**config.mk**
```make
export PLATFORM = sky130hd
export DESIGN_NAME = at_modem_link_sequencer
export DESIGN_NICKNAME = d
export VERILOG_FILES = /design/src/design/atml_pkg.sv /design/src/design/atml_queue.sv /design/src/design/atml_front.sv /design/src/design/atml_back.sv /design/src/design/at_modem_link_sequencer.sv
export SDC_FILE = /design/constraint.sdc
export NUM_CORES = 1
export LEC_CHECK = 0
export ABC_AREA = 0
export BUFFER_PORTS_ARGS = -buffer_cell sky130_fd_sc_hd__buf_2
export CAP_MARGIN = 10
export CORE_UTILIZATION = 30
export DETAILED_ROUTE_END_ITERATION = 12
export GPL_TIMING_DRIVEN = 0
export PLACE_DENSITY = 0.52
export SLEW_MARGIN = 20
export SYNTH_ARGS = -nofsm -noshare
export SYNTH_HDL_FRONTEND = slang
export SYNTH_SLANG_ARGS = --single-unit
```
**constraint.sdc**
```tcl
create_clock -name clk -period 17.1 [get_ports clk]
set_input_delay 3.42 -clock clk [delete_from_list [all_inputs] [get_ports clk]]
set_output_delay 3.42 -clock clk [all_outputs]
set_load 0.05 [all_outputs]
```
**src/design/atml_pkg.sv**
```systemverilog
// Shared types and constants for the AT modem link sequencer.
// Holds the beat payload structs, the event codes and the register defaults.
// No dependencies.
package atml_pkg;

  localparam int MAX_SCAN_ROWS_DEF = 16;
  localparam int EVQ_DEPTH_DEF     = 2;
  localparam int OUTQ_DEPTH_DEF    = 2;

  localparam int CFG_IDX_W  = 2;
  localparam int CFG_DATA_W = 16;

  // Configuration register indexes
  localparam logic [CFG_IDX_W-1:0] CFG_CMD_TIMEOUT   = 2'd0;
  localparam logic [CFG_IDX_W-1:0] CFG_SCAN_TIMEOUT  = 2'd1;
  localparam logic [CFG_IDX_W-1:0] CFG_POLL_INTERVAL = 2'd2;
  localparam logic [CFG_IDX_W-1:0] CFG_FAIL_BACKOFF  = 2'd3;

  localparam logic [CFG_DATA_W-1:0] CMD_TIMEOUT_RST   = 16'd5000;
  localparam logic [CFG_DATA_W-1:0] SCAN_TIMEOUT_RST  = 16'd8000;
  localparam logic [CFG_DATA_W-1:0] POLL_INTERVAL_RST = 16'd3000;
  localparam logic [CFG_DATA_W-1:0] FAIL_BACKOFF_RST  = 16'd5000;

  // Input kind codes as they arrive on the port
  localparam logic [2:0] KIND_TICK   = 3'd0;
  localparam logic [2:0] KIND_LINE   = 3'd1;
  localparam logic [2:0] KIND_CRED   = 3'd2;
  localparam logic [2:0] KIND_SCAN   = 3'd3;
  localparam logic [2:0] KIND_ATTACH = 3'd4;

  // Command codes
  localparam logic [2:0] CMD_NONE     = 3'd0;
  localparam logic [2:0] CMD_ECHO_OFF = 3'd1;
  localparam logic [2:0] CMD_STATION  = 3'd2;
  localparam logic [2:0] CMD_JOIN     = 3'd3;
  localparam logic [2:0] CMD_QUIT     = 3'd4;
  localparam logic [2:0] CMD_QUERY    = 3'd5;
  localparam logic [2:0] CMD_LIST     = 3'd6;

  // Link status codes
  localparam logic [1:0] ST_OFF        = 2'd0;
  localparam logic [1:0] ST_CONNECTING = 2'd1;
  localparam logic [1:0] ST_CONNECTED  = 2'd2;
  localparam logic [1:0] ST_FAILED     = 2'd3;

  typedef enum logic [2:0] {
    EV_TICK,
    EV_LINE,
    EV_CRED,
    EV_SCAN,
    EV_ATTACH,
    EV_NONE
  } ev_kind_t;

  typedef enum logic [3:0] {
    LN_OTHER,
    LN_CONNECTED,
    LN_GOT_IP,
    LN_DISCONNECT,
    LN_JOIN_REPLY,
    LN_IP_REPLY,
    LN_OK,
    LN_ERROR,
    LN_SCAN_ROW
  } line_t;

  typedef struct packed {
    logic [2:0]        kind;
    logic [31:0]       now_ms;
    logic [3:0]        line_kind;
    logic              parse_ok;
    logic signed [7:0] line_rssi;
    logic [31:0]       line_ip;
    logic              ssid_present;
  } in_item_t;

  typedef struct packed {
    logic [2:0]        command;
    logic [1:0]        link_status;
    logic signed [7:0] rssi;
    logic [31:0]       ip_address;
    logic [4:0]        scan_rows;
    logic              scan_active;
    logic              scan_finished;
    logic              scan_accepted;
  } out_item_t;

  // Classified event handed from the front to the back
  typedef struct packed {
    ev_kind_t          kind;
    line_t             line;
    logic [31:0]       now_ms;
    logic              parse_ok;
    logic signed [7:0] rssi;
    logic [31:0]       ip;
    logic              ssid;
  } event_t;

endpackage

```
**src/design/atml_queue.sv**
```systemverilog
// Small register queue used between the front and the back and on the result side.
// Generic width and depth; no package dependency.
module atml_queue #(
  parameter int WIDTH = 8,
  parameter int DEPTH = 2
) (
  input  logic             clk,
  input  logic             rst_n,
  input  logic             push,
  input  logic [WIDTH-1:0] wr_data,
  output logic             full,
  input  logic             pop,
  output logic             empty,
  output logic [WIDTH-1:0] rd_data
);

  localparam int PTR_W = (DEPTH > 1) ? $clog2(DEPTH) : 1;
  localparam int CNT_W = $clog2(DEPTH + 1);

  logic [WIDTH-1:0] mem_r [DEPTH];
  logic [PTR_W-1:0] wr_ptr_r, rd_ptr_r;
  logic [CNT_W-1:0] count_r;
  logic             do_push, do_pop;

  assign full    = (count_r == CNT_W'(DEPTH));
  assign empty   = (count_r == '0);
  assign do_push = push && !full;
  assign do_pop  = pop && !empty;
  assign rd_data = mem_r[rd_ptr_r];

  always_ff @(posedge clk) begin
    if (!rst_n) begin
      wr_ptr_r <= '0;
      rd_ptr_r <= '0;
      count_r  <= '0;
    end else begin
      if (do_push) begin
        wr_ptr_r <= (wr_ptr_r == PTR_W'(DEPTH - 1)) ? '0 : wr_ptr_r + PTR_W'(1);
      end
      if (do_pop) begin
        rd_ptr_r <= (rd_ptr_r == PTR_W'(DEPTH - 1)) ? '0 : rd_ptr_r + PTR_W'(1);
      end
      if (do_push && !do_pop) begin
        count_r <= count_r + CNT_W'(1);
      end else if (do_pop && !do_push) begin
        count_r <= count_r - CNT_W'(1);
      end
    end
  end

  always_ff @(posedge clk) begin
    if (do_push) begin
      mem_r[wr_ptr_r] <= wr_data;
    end
  end

endmodule

```
**src/design/atml_front.sv**
```systemverilog
// Front end: classifies each accepted input beat into an event for the back end.
// Depends on atml_pkg.
module atml_front
  import atml_pkg::*;
(
  input  in_item_t item,
  output event_t   ev
);

  always_comb begin
    ev.now_ms   = item.now_ms;
    ev.parse_ok = item.parse_ok;
    ev.rssi     = item.line_rssi;
    ev.ip       = item.line_ip;
    ev.ssid     = item.ssid_present;

    case (item.kind)
      KIND_TICK:   ev.kind = EV_TICK;
      KIND_LINE:   ev.kind = EV_LINE;
      KIND_CRED:   ev.kind = EV_CRED;
      KIND_SCAN:   ev.kind = EV_SCAN;
      KIND_ATTACH: ev.kind = EV_ATTACH;
      default:     ev.kind = EV_NONE;
    endcase

    // Unknown reply classes fold into "other"
    if (item.line_kind inside {[4'd0:4'd8]}) begin
      ev.line = line_t'(item.line_kind);
    end else begin
      ev.line = LN_OTHER;
    end
  end

endmodule

```
**src/design/atml_back.sv**
```systemverilog
// Back end: link state machine, timers, scan bookkeeping and configuration registers.
// Takes one event per cycle while the result queue has room and builds its result beat. Depends on atml_pkg.
module atml_back
  import atml_pkg::*;
#(
  parameter int MAX_SCAN_ROWS = MAX_SCAN_ROWS_DEF
) (
  input  logic                  clk,
  input  logic                  rst_n,
  input  logic                  cfg_wr_en,
  input  logic [CFG_IDX_W-1:0]  cfg_index,
  input  logic [CFG_DATA_W-1:0] cfg_wdata,
  input  logic                  ev_valid,
  input  event_t                ev,
  output logic                  ev_take,
  input  logic                  res_full,
  output logic                  res_push,
  output out_item_t             res
);

  localparam int ROW_W = $clog2(MAX_SCAN_ROWS + 1);

  typedef enum logic [2:0] {
    LS_INIT,
    LS_IDLE,
    LS_JOINING,
    LS_CONNECTED,
    LS_FAILED
  } link_t;

  link_t             ls_r, ls_nxt;
  logic [1:0]        step_r, step_nxt;
  logic              pend_r, pend_nxt;
  logic [31:0]       sent_t_r, sent_t_nxt;
  logic [31:0]       fail_t_r, fail_t_nxt;
  logic [31:0]       poll_t_r, poll_t_nxt;
  logic [31:0]       scan_t_r, scan_t_nxt;
  logic              scan_r, scan_nxt;
  logic              rejoin_r, rejoin_nxt;
  logic [ROW_W-1:0]  row_r, row_nxt;
  logic              ssid_r, ssid_nxt;
  logic [1:0]        status_r, status_nxt;
  logic signed [7:0] rssi_r, rssi_nxt;
  logic [31:0]       ip_r, ip_nxt;

  logic [CFG_DATA_W-1:0] cmd_to_r, scan_to_r, poll_iv_r, backoff_r;

  logic [2:0] cmd;
  logic       finished, accepted;
  logic       cmd_exp, scan_exp, fail_exp, poll_exp;

  assign ev_take  = ev_valid && !res_full;
  assign res_push = ev_take;

  always_comb begin
    ls_nxt     = ls_r;
    step_nxt   = step_r;
    pend_nxt   = pend_r;
    sent_t_nxt = sent_t_r;
    fail_t_nxt = fail_t_r;
    poll_t_nxt = poll_t_r;
    scan_t_nxt = scan_t_r;
    scan_nxt   = scan_r;
    rejoin_nxt = rejoin_r;
    row_nxt    = row_r;
    ssid_nxt   = ssid_r;
    status_nxt = status_r;
    rssi_nxt   = rssi_r;
    ip_nxt     = ip_r;
    cmd        = CMD_NONE;
    finished   = 1'b0;
    accepted   = 1'b0;

    // Ages are modulo 2^32 and must strictly exceed the register
    cmd_exp  = pend_r && ((ev.now_ms - sent_t_r) > 32'(cmd_to_r));
    scan_exp = scan_r && ((ev.now_ms - scan_t_r) > 32'(scan_to_r));
    fail_exp = (ev.now_ms - fail_t_r) > 32'(backoff_r);
    poll_exp = (ev.now_ms - poll_t_r) > 32'(poll_iv_r);

    case (ev.kind)
      EV_TICK: begin
        if (cmd_exp) begin
          pend_nxt = 1'b0;
          if (ls_r == LS_JOINING) begin
            ls_nxt     = LS_FAILED;
            status_nxt = ST_FAILED;
            fail_t_nxt = ev.now_ms;
            fail_exp   = 1'b0;
          end else if (ls_r == LS_INIT) begin
            if (step_r != 2'd3) step_nxt = step_r + 2'd1;
          end
        end
        if (scan_exp) begin
          scan_nxt = 1'b0;
          finished = 1'b1;
          pend_nxt = 1'b0;
          if (rejoin_r) begin
            rejoin_nxt = 1'b0;
            cmd        = CMD_JOIN;
            pend_nxt   = 1'b1;
            sent_t_nxt = ev.now_ms;
            ls_nxt     = LS_JOINING;
            status_nxt = ST_CONNECTING;
          end
        end
        case (ls_nxt)
          LS_INIT: begin
            if (!pend_nxt) begin
              if (step_nxt < 2'd2) begin
                cmd        = (step_nxt == 2'd0) ? CMD_ECHO_OFF : CMD_STATION;
                pend_nxt   = 1'b1;
                sent_t_nxt = ev.now_ms;
              end else begin
                ls_nxt = LS_IDLE;
                if (ssid_r) begin
                  cmd        = CMD_JOIN;
                  pend_nxt   = 1'b1;
                  sent_t_nxt = ev.now_ms;
                  ls_nxt     = LS_JOINING;
                  status_nxt = ST_CONNECTING;
                end
              end
            end
          end
          LS_FAILED: begin
            if (fail_exp && ssid_r) begin
              cmd        = CMD_JOIN;
              pend_nxt   = 1'b1;
              sent_t_nxt = ev.now_ms;
              ls_nxt     = LS_JOINING;
              status_nxt = ST_CONNECTING;
            end
          end
          LS_CONNECTED: begin
            if (!scan_nxt && !pend_nxt && poll_exp) begin
              poll_t_nxt = ev.now_ms;
              cmd        = CMD_QUERY;
              pend_nxt   = 1'b1;
              sent_t_nxt = ev.now_ms;
            end
          end
          default: ;
        endcase
      end

      EV_LINE: begin
        if (scan_r && ev.line == LN_SCAN_ROW) begin
          if ((32'(row_r) < 32'(MAX_SCAN_ROWS)) && ev.parse_ok) begin
            row_nxt = row_r + ROW_W'(1);
          end
        end else if (scan_r && (ev.line == LN_OK || ev.line == LN_ERROR)) begin
          // Any final reply closes the scan, clears the pending command and issues a held rejoin
          scan_nxt = 1'b0;
          finished = 1'b1;
          pend_nxt = 1'b0;
          if (rejoin_r) begin
            rejoin_nxt = 1'b0;
            cmd        = CMD_JOIN;
            pend_nxt   = 1'b1;
            sent_t_nxt = ev.now_ms;
            ls_nxt     = LS_JOINING;
            status_nxt = ST_CONNECTING;
          end
        end else begin
          case (ev.line)
            LN_GOT_IP: begin
              ls_nxt     = LS_CONNECTED;
              status_nxt = ST_CONNECTED;
              pend_nxt   = 1'b0;
            end
            LN_DISCONNECT: begin
              if (ls_r == LS_CONNECTED) begin
                ls_nxt     = LS_IDLE;
                status_nxt = ST_OFF;
                rssi_nxt   = '0;
                ip_nxt     = '0;
                if (ssid_r) begin
                  if (scan_r) begin
                    rejoin_nxt = 1'b1;
                  end else begin
                    cmd        = CMD_JOIN;
                    pend_nxt   = 1'b1;
                    sent_t_nxt = ev.now_ms;
                    ls_nxt     = LS_JOINING;
                    status_nxt = ST_CONNECTING;
                  end
                end
              end
            end
            LN_JOIN_REPLY: begin
              if (ev.parse_ok) rssi_nxt = ev.rssi;
            end
            LN_IP_REPLY: begin
              if (ev.parse_ok) ip_nxt = ev.ip;
            end
            LN_ERROR: begin
              if (ls_r == LS_JOINING) begin
                ls_nxt     = LS_FAILED;
                status_nxt = ST_FAILED;
                fail_t_nxt = ev.now_ms;
              end
              pend_nxt = 1'b0;
            end
            LN_OK: begin
              if (ls_r == LS_INIT) begin
                if (step_r != 2'd3) step_nxt = step_r + 2'd1;
                pend_nxt = 1'b0;
              end
            end
            default: ;
          endcase
        end
      end

      EV_CRED: begin
        ssid_nxt   = ev.ssid;
        cmd        = ev.ssid ? CMD_JOIN : CMD_QUIT;
        pend_nxt   = 1'b1;
        sent_t_nxt = ev.now_ms;
        if (ev.ssid) begin
          ls_nxt     = LS_JOINING;
          status_nxt = ST_CONNECTING;
        end else begin
          ls_nxt     = LS_IDLE;
          status_nxt = ST_OFF;
        end
      end

      EV_SCAN: begin
        if (!scan_r) begin
          scan_nxt   = 1'b1;
          row_nxt    = '0;
          scan_t_nxt = ev.now_ms;
          cmd        = CMD_LIST;
          pend_nxt   = 1'b1;
          sent_t_nxt = ev.now_ms;
          accepted   = 1'b1;
        end
      end

      EV_ATTACH: ssid_nxt = ev.ssid;

      default: ;
    endcase

    res.command       = cmd;
    res.link_status   = status_nxt;
    res.rssi          = rssi_nxt;
    res.ip_address    = ip_nxt;
    res.scan_rows     = (32'(row_nxt) > 32'd31) ? 5'd31 : 5'(row_nxt);
    res.scan_active   = scan_nxt;
    res.scan_finished = finished;
    res.scan_accepted = accepted;
  end

  always_ff @(posedge clk) begin
    if (!rst_n) begin
      ls_r     <= LS_INIT;
      step_r   <= '0;
      pend_r   <= 1'b0;
      sent_t_r <= '0;
      fail_t_r <= '0;
      poll_t_r <= '0;
      scan_t_r <= '0;
      scan_r   <= 1'b0;
      rejoin_r <= 1'b0;
      row_r    <= '0;
      ssid_r   <= 1'b0;
      status_r <= ST_OFF;
      rssi_r   <= '0;
      ip_r     <= '0;
    end else if (ev_take) begin
      ls_r     <= ls_nxt;
      step_r   <= step_nxt;
      pend_r   <= pend_nxt;
      sent_t_r <= sent_t_nxt;
      fail_t_r <= fail_t_nxt;
      poll_t_r <= poll_t_nxt;
      scan_t_r <= scan_t_nxt;
      scan_r   <= scan_nxt;
      rejoin_r <= rejoin_nxt;
      row_r    <= row_nxt;
      ssid_r   <= ssid_nxt;
      status_r <= status_nxt;
      rssi_r   <= rssi_nxt;
      ip_r     <= ip_nxt;
    end
  end

  always_ff @(posedge clk) begin
    if (!rst_n) begin
      cmd_to_r  <= CMD_TIMEOUT_RST;
      scan_to_r <= SCAN_TIMEOUT_RST;
      poll_iv_r <= POLL_INTERVAL_RST;
      backoff_r <= FAIL_BACKOFF_RST;
    end else if (cfg_wr_en) begin
      case (cfg_index)
        CFG_CMD_TIMEOUT:   cmd_to_r  <= cfg_wdata;
        CFG_SCAN_TIMEOUT:  scan_to_r <= cfg_wdata;
        CFG_POLL_INTERVAL: poll_iv_r <= cfg_wdata;
        CFG_FAIL_BACKOFF:  backoff_r <= cfg_wdata;
        default: ;
      endcase
    end
  end

endmodule

```
**src/design/at_modem_link_sequencer.sv**
```systemverilog
// Top level of the AT modem link sequencer: front classifier, event queue,
// back end state machine and result queue. Depends on atml_pkg and the atml_* modules.
//
// Takes one event beat per clock while the event queue has room and returns exactly
// one result beat for each, in order. A beat is held in the event queue, executed
// by the back end and held in the result queue until it is popped. The sustained
// rate is one beat per cycle while neither side stalls, set by the back end executor.
// The event queue and the result queue let either side stall without stopping the
// other. Configuration writes take effect at once and are meant for idle time.
module at_modem_link_sequencer
  import atml_pkg::*;
#(
  parameter int MAX_SCAN_ROWS = MAX_SCAN_ROWS_DEF,
  parameter int EVQ_DEPTH     = EVQ_DEPTH_DEF,
  parameter int OUTQ_DEPTH    = OUTQ_DEPTH_DEF
) (
  input  logic                  clk,
  input  logic                  rst_n,
  input  logic                  in_push,
  input  in_item_t              in_data,
  output logic                  in_full,
  output logic                  out_empty,
  input  logic                  out_pop,
  output out_item_t             out_data,
  input  logic                  cfg_wr_en,
  input  logic [CFG_IDX_W-1:0]  cfg_index,
  input  logic [CFG_DATA_W-1:0] cfg_wdata
);

  event_t    ev_in, ev_head;
  logic      ev_empty, ev_take;
  logic      res_full, res_push;
  out_item_t res;

  atml_front u_front (
    .item (in_data),
    .ev   (ev_in)
  );

  atml_queue #(
    .WIDTH ($bits(event_t)),
    .DEPTH (EVQ_DEPTH)
  ) u_evq (
    .clk     (clk),
    .rst_n   (rst_n),
    .push    (in_push),
    .wr_data (ev_in),
    .full    (in_full),
    .pop     (ev_take),
    .empty   (ev_empty),
    .rd_data (ev_head)
  );

  atml_back #(
    .MAX_SCAN_ROWS (MAX_SCAN_ROWS)
  ) u_back (
    .clk       (clk),
    .rst_n     (rst_n),
    .cfg_wr_en (cfg_wr_en),
    .cfg_index (cfg_index),
    .cfg_wdata (cfg_wdata),
    .ev_valid  (!ev_empty),
    .ev        (ev_head),
    .ev_take   (ev_take),
    .res_full  (res_full),
    .res_push  (res_push),
    .res       (res)
  );

  atml_queue #(
    .WIDTH ($bits(out_item_t)),
    .DEPTH (OUTQ_DEPTH)
  ) u_outq (
    .clk     (clk),
    .rst_n   (rst_n),
    .push    (res_push),
    .wr_data (res),
    .full    (res_full),
    .pop     (out_pop),
    .empty   (out_empty),
    .rd_data (out_data)
  );

  // Nothing waits on the result side straight after reset
  a_empty_after_reset: assert property (@(posedge clk) !rst_n |=> out_empty)
    else $error("result queue not empty after reset");

  // A scan cannot both close and still be running on one beat
  a_finish_not_active: assert property (@(posedge clk) disable iff (!rst_n)
    !out_empty |-> !(out_data.scan_finished && out_data.scan_active))
    else $error("scan finished and active on the same beat");

  // The list command only goes out with a freshly started, empty scan
  a_list_on_accept: assert property (@(posedge clk) disable iff (!rst_n)
    (!out_empty && out_data.command == CMD_LIST) |->
      (out_data.scan_accepted && out_data.scan_active && out_data.scan_rows == 5'd0))
    else $error("list command without a started scan");

  // The back end only fires on a queued event with room for its result
  a_back_fire: assert property (@(posedge clk) disable iff (!rst_n)
    ev_take |-> (!ev_empty && !res_full && res_push))
    else $error("back end fired without event or result space");

endmodule
```
== Word level (Yosys, flattened, before mapping) ==
Memories as Yosys holds them, arrays and structs flattened. A register that Yosys moved wholly into a read port is not among the register bits.
Cells that the tools add are included.

* Memories kept: 2
* RAM bits: 268
* Output and inout port bits: 55
* Flip-flop bits (word level): 256

{| class="wikitable"
|+ Memory list
! name !! words !! width !! rd ports !! clocked after Yosys merged registers in !! write ports !! RTL line !! text
|-
| u_evq.mem_r || 2 || 81 || 1 || 1 || 1 || atml_queue.sv:20 || <nowiki>logic [WIDTH-1:0] mem_r [DEPTH];</nowiki>
|-
| u_outq.mem_r || 2 || 53 || 1 || 1 || 1 || atml_queue.sv:20 ||
|}

* Equality and inequality tests: 41
* Reductions and logical operators: 57
* Bitwise gates (word level): 1
* Magnitude comparators: 8
* Multiplexer cells: 159
* Add/subtract/negate cells: 14

{| class="wikitable"
|+ Operator list
! operator !! number
|-
| two-way mux 32 bit || 23
|-
| > comparator 32 x 16 -> 1 bit || 4
|-
| case mux 32 bit (2 select lines) || 2
|-
| case mux 32 bit (4 select lines) || 1
|-
| subtractor 32 bit || 4
|-
| case mux 32 bit (3 select lines) || 1
|-
| two-way mux 3 bit || 26
|-
| two-way mux 2 bit || 31
|-
| two-way mux 1 bit || 48
|-
| two-way mux 8 bit || 5
|-
| case mux 3 bit (3 select lines) || 3
|-
| equality test 3 x 2 -> 1 bit, second input constant || 7
|-
| logical AND 1 bit || 18
|-
| AND reduction 6 bit || 3
|-
| equality test 4 x 3 -> 1 bit, second input constant || 4
|-
| case mux 8 bit (2 select lines) || 1
|-
| two-way mux 5 bit || 3
|-
| case mux 3 bit (5 select lines) || 1
|-
| zero test 3 bit || 4
|-
| case mux 2 bit (3 select lines) || 2
|-
| case mux 3 bit (4 select lines) || 1
|-
| zero test 1 bit || 10
|-
| inequality test 5 x 3 -> 1 bit, second input constant || 2
|-
| case mux 5 bit (2 select lines) || 1
|-
| 39 further kinds || 75
|}

== Longest topological paths before layout ==
* Word-level depth: 12
* Depth in mapped cells: 31
* Gate-level depth less buffers: 25

== Cells and area by module ==
From an unflattened synthesis, not the netlist that was laid out.

* Cell total of the unflattened synthesis: 3387
* Area total of the unflattened synthesis: 31544.0 µm²

{| class="wikitable"
|+ Modules (own cells, without submodules)
! module !! sequential area each (µm²) !! cells each !! instances !! area each (µm²)
|-
| atml_back || 4964.8 || 2838 || 1 || 20771.2
|-
| atml_queue (u_evq) || 4964.8 || 277 || 1 || 6105.9
|-
| atml_queue (u_outq) || 3283.1 || 190 || 1 || 4056.4
|-
| atml_front || 0.0 || 81 || 1 || 606.8
|-
| at_modem_link_sequencer || 0.0 || 1 || 1 || 3.8
|}

== Worst setup path after synthesis ==
OpenSTA, ideal clock, no wires.

* Path kind: in2reg
* From: input port in_push
* To: memory u_evq.mem_r[0][0] (netlist bit), enable pin
* Stages: 2
* Slack: 9695 ps
* Setup time: 521 ps
* Data required time: 16579 ps
* Arrival: 6885 ps
* Buffers on the path: 0
* Cell sequence: nand2_1 -> nor2_1

* Cells in the longest elaborated chain, start to end: 3

{| class="wikitable"
|+ RTL lines
! element !! RTL line !! text
|-
| start: declaration || at_modem_link_sequencer.sv:19 || <nowiki>input logic in_push,</nowiki>
|-
| logical AND 1 bit || atml_queue.sv:27 || <nowiki>assign do_push = push && !full;</nowiki>
|-
| two-way mux 1 bit || atml_queue.sv:52 || <nowiki>if (do_push) begin</nowiki>
|-
| two-way mux 1 bit (implied by the code) || atml_queue.sv:53 || <nowiki>mem_r[wr_ptr_r] <= wr_data;</nowiki>
|-
| end: declaration || atml_queue.sv:20 ||
|}

No other way between the ends.

==> flow_summary.ini <==
[setup_path]
critical_path.max_stage_delay_ps = 940
path_delay_family = compound AO/OA/AOI/OAI gates
cp-end-kind = flip-flop
crit_slowest_cell = o31ai_1
worst-endpoint-required_ps = 17550
reg2regPathDepth = 30
crit_path_frequent_cell = clkbuf_1
r2r_slack_ps = 6220
arrival_ps = 11330
critPathBufInv = 8
critPathMaxFanout = 10
r2r-end = u_back.sent_t_r[24]
crit_type = reg2reg
start_kind = flip-flop

[power_and_ir_drop]
p_leak_nw = 12.76
switching_share = 0.4616
switching_power_mw = 3.019
seqPwrFrac = 0.253
irDropWorstVdd_mv = 0.2053
power_frac_comb = 0.531
powerDensity_nw_per_um2 = 181.6
clockPowerShare = 0.216
p_int_mw = 3.522

[sta]
worst_hold_slack_ps = 453.6
rsz0062_at_grt = no
relSlewSlack = 0.2433
timing.final.hold_violations = 0
worst_slew_pin_slew_ps = 1129
finalCritPeriodShare = 0.6364
finalCriticalPeriod_ps = 10880
slew_viol_final = 0
fin_worst_skew_ps = 36.11
fmax_mhz = 91.89
fin_setup_tns_ps = 0
finalSetupViolCount = 0

[die]
ios = 159
die_area_sq_um = 104600
die_x_microns = 323.5
fp.coreArea_sq_um = 102200
start_util = 0.3034
placementRows = 117
die_y_microns = 323.5

[logic_synthesis]
synthCells = 3425
ys_ff_latch = 526
ys_warn_count = 0
synth_edf_count = 268
syn_nets = 3726
ys_async_sr_fraction = 0
syn-mean-instance-area_sq_um = 9.051
yosysSeqAreaShare = 0.4262
synthFlopType = edfxtp_1
ys_types = 88
syn_area_sq_um = 31000

[cts]
htree_levels = 3
cts_setup_buffers = 0
clkSlewWorstSetupHoldPaths_ps = 60
clk_latency_ps = 650
cts_buffer_depth = 3
numCtsBuffers = 66
holdBufCountCts = 0
numClockSinks = 526
cts_root_buf = clkbuf_16
cts_tree = yes
post_cts_resized = 0

[place]
gp_congestion = 0.9274
io_buffers = 158
hpwl_microns = 82060

[finish]
drive_above_1_share = 0.1118
fill_cells = 10740
nets = 3961
area_delta_synth_final_pct = 16.20

[drt]
vias = 26810
wirelength_microns = 106800
drcViolationCount = 0
ant_nets = 0
first_iter_violations = 2259
via_per_inst = 5.276
drt_pre_antenna_iters = 5
wl_per_cell_microns = 21.02

[flow_run]
drv_cap = 0

[grt]
grt_pass1_wl_microns = 158200
grt-ovfl-total = 0
grt_pass1_vias = 25010
grt.total_usage = 0.2006
grt_max_degree = 47
antenna_found_initial = 8

[worst_hold_path]
hp-start = u_back.ip_r[16]
hold_path_class = reg2reg
holdPathEnd = u_back.ip_r[16]
min_path_cells = 2

[run_status]
status = finished clean
==> how the worst max path moves through the flow <==
stage,from,endpoint,slack (ps),cells after the start
after floorplan,in_push,u_evq.mem_r[0][0],9690,2
after global placement,flip-flop,u_back.sent_t_r[0],6030,30
final,flip-flop,u_back.sent_t_r[24],6220,30
after detailed placement,flip-flop,u_back.sent_t_r[24],6270,30
after global routing,flip-flop,u_back.sent_t_r[17],5560,30
after CTS,flip-flop,u_back.sent_t_r[24],6220,30
==> worst reg2reg max path: cells and delay by family (launching register included) <==
| kind | cells | cell delay, ps |
|---|---|---|
| multiplexers | 1 | 890 |
| buffers and inverters | 8 | 3340 |
| AND/OR/NAND/NOR | 8 | 1690 |
| flip-flops | 1 | 320 |
| adder cells (fa/ha/maj) | 2 | 760 |
| AO/OA/AOI/OAI | 10 | 3550 |
| XOR/XNOR | 1 | 140 |
==> metal layers <==
layer / global-route usage / up-vias / part of all wire
li1: - / 12970 / -
met1: 0.2807 / 12770 / 0.46
met2: 0.3072 / 896 / 0.44
met3: 0.03719 / 173 / 0.066
met4: 0.06909 / 6 / 0.031
met5: 0 / - / 0.00034
==> per-stage QoR <==
stage | area (sq um) | util | std cells | power, mW | setup WS [ps]
floorplan | 31000 | - | 3425 | 4.038 | 9695
CTS | 36010 | 0.3524 | 5079 | 6.542 | 6220
finish | 36020 | 0.3525 | 5082 | 6.542 | 6217
global placement | 33500 | 0.3279 | 4951 | 5.072 | 6033
detailed placement | 33800 | 0.3308 | 4960 | 5.105 | 6272
global route | 36020 | 0.3525 | 5080 | 6.945 | 5563
==> flip-flops by register name, indices dropped and copies added (netlist names), 5 cells and up, named ones only <==
signal            cells
u_back.backoff_r     16
u_back.sent_t_r      32
u_back.poll_iv_r     16
u_back.poll_t_r      32
u_back.cmd_to_r      16
u_back.scan_to_r     16
u_outq.mem_r        106
u_back.rssi_r         8
u_back.row_r          5
u_back.ip_r          32
u_back.fail_t_r      32
u_evq.mem_r         162
u_back.scan_t_r      32
==> cells in the final DEF (no fill, tap or decap), drive strengths merged, types with 14 or more instances in the layout <==
cell / netlist / routed
a211oi: 120 / 120
a21bo: 17 / 17
a21o: 55 / 55
a21oi: 294 / 294
a22o: 20 / 20
a22oi: 18 / 18
a311oi: 22 / 22
a31oi: 25 / 25
a32o: 17 / 17
a41oi: 18 / 18
and2: 28 / 28
buf: 27 / 194
clkbuf: 142 / 233
clkinv: 0 / 20
dfxtp: 258 / 258
edfxtp: 268 / 268
ha: 193 / 193
inv: 259 / 261
mux2: 63 / 63
mux2i: 87 / 87
nand2: 450 / 450
nand2b: 16 / 16
nand3: 56 / 56
nand4: 49 / 49
nor2: 249 / 249
nor2b: 20 / 20
nor3: 68 / 68
o211ai: 47 / 47
o21a: 20 / 20
o21ai: 215 / 215
o21bai: 14 / 14
o31ai: 15 / 15
or3: 20 / 20
xnor2: 51 / 51
xor2: 42 / 42
==> power groups by stage <==
stage | combinational [mW] | sequential (mW) | clock, mW
after floorplan | 2.38 | 1.66 | 0
after global placement | 3.37 | 1.70 | 0
after detailed placement | 3.42 | 1.68 | 0
after CTS | 3.44 | 1.66 | 1.44
after global routing | 3.78 | 1.68 | 1.49
final | 3.47 | 1.66 | 1.41
==> cells in the mapped netlist (25+ instances only) <==
library cell | number | area share
inv_1 | 258 | 0.031
nor2_1 | 249 | 0.030
mux2i_1 | 86 | 0.028
xor2_1 | 42 | 0.012
o211ai_1 | 47 | 0.011
mux2_2 | 63 | 0.023
a211oi_1 | 117 | 0.028
o21ai_0 | 192 | 0.031
nor3_1 | 67 | 0.011
nand2_1 | 450 | 0.054
dfxtp_1 | 258 | 0.17
a31oi_1 | 25 | 0.0050
a21o_1 | 55 | 0.013
ha_1 | 193 | 0.078
nand3_1 | 55 | 0.0089
a21oi_1 | 290 | 0.047
and2_1 | 28 | 0.0057
edfxtp_1 | 268 | 0.26
clkbuf_1 | 142 | 0.017
xnor2_1 | 51 | 0.014
nand4_1 | 49 | 0.0099
==> logic make-up after synthesis <==
kind of cell	share of synthesized area
AO/OA/AOI/OAI	0.2158
AND/OR/NAND/NOR	0.1466
flip-flops	0.4262
buffers and inverters	0.05323
multiplexers	0.05138
adder cells (fa/ha/maj)	0.08048
XOR/XNOR	0.02627
==> layout make-up <==
cell class / count / area [sq um] / area share
clock inverter: 28 / 382.9 / 0.01063
tap: 1368 / 1712 / 0.04752
inverter: 259 / 972.2 / 0.02699
timing repair buffer: 167 / 1023 / 0.02841
sequential: 526 / 13210 / 0.3668
antenna: 3 / 7.507 / 0.0002084
clock buffer: 91 / 1827 / 0.05071
multi-input combinational: 2471 / 16200 / 0.4498
buffer: 169 / 681.9 / 0.01893
Power figures use the tool's default switching activity.
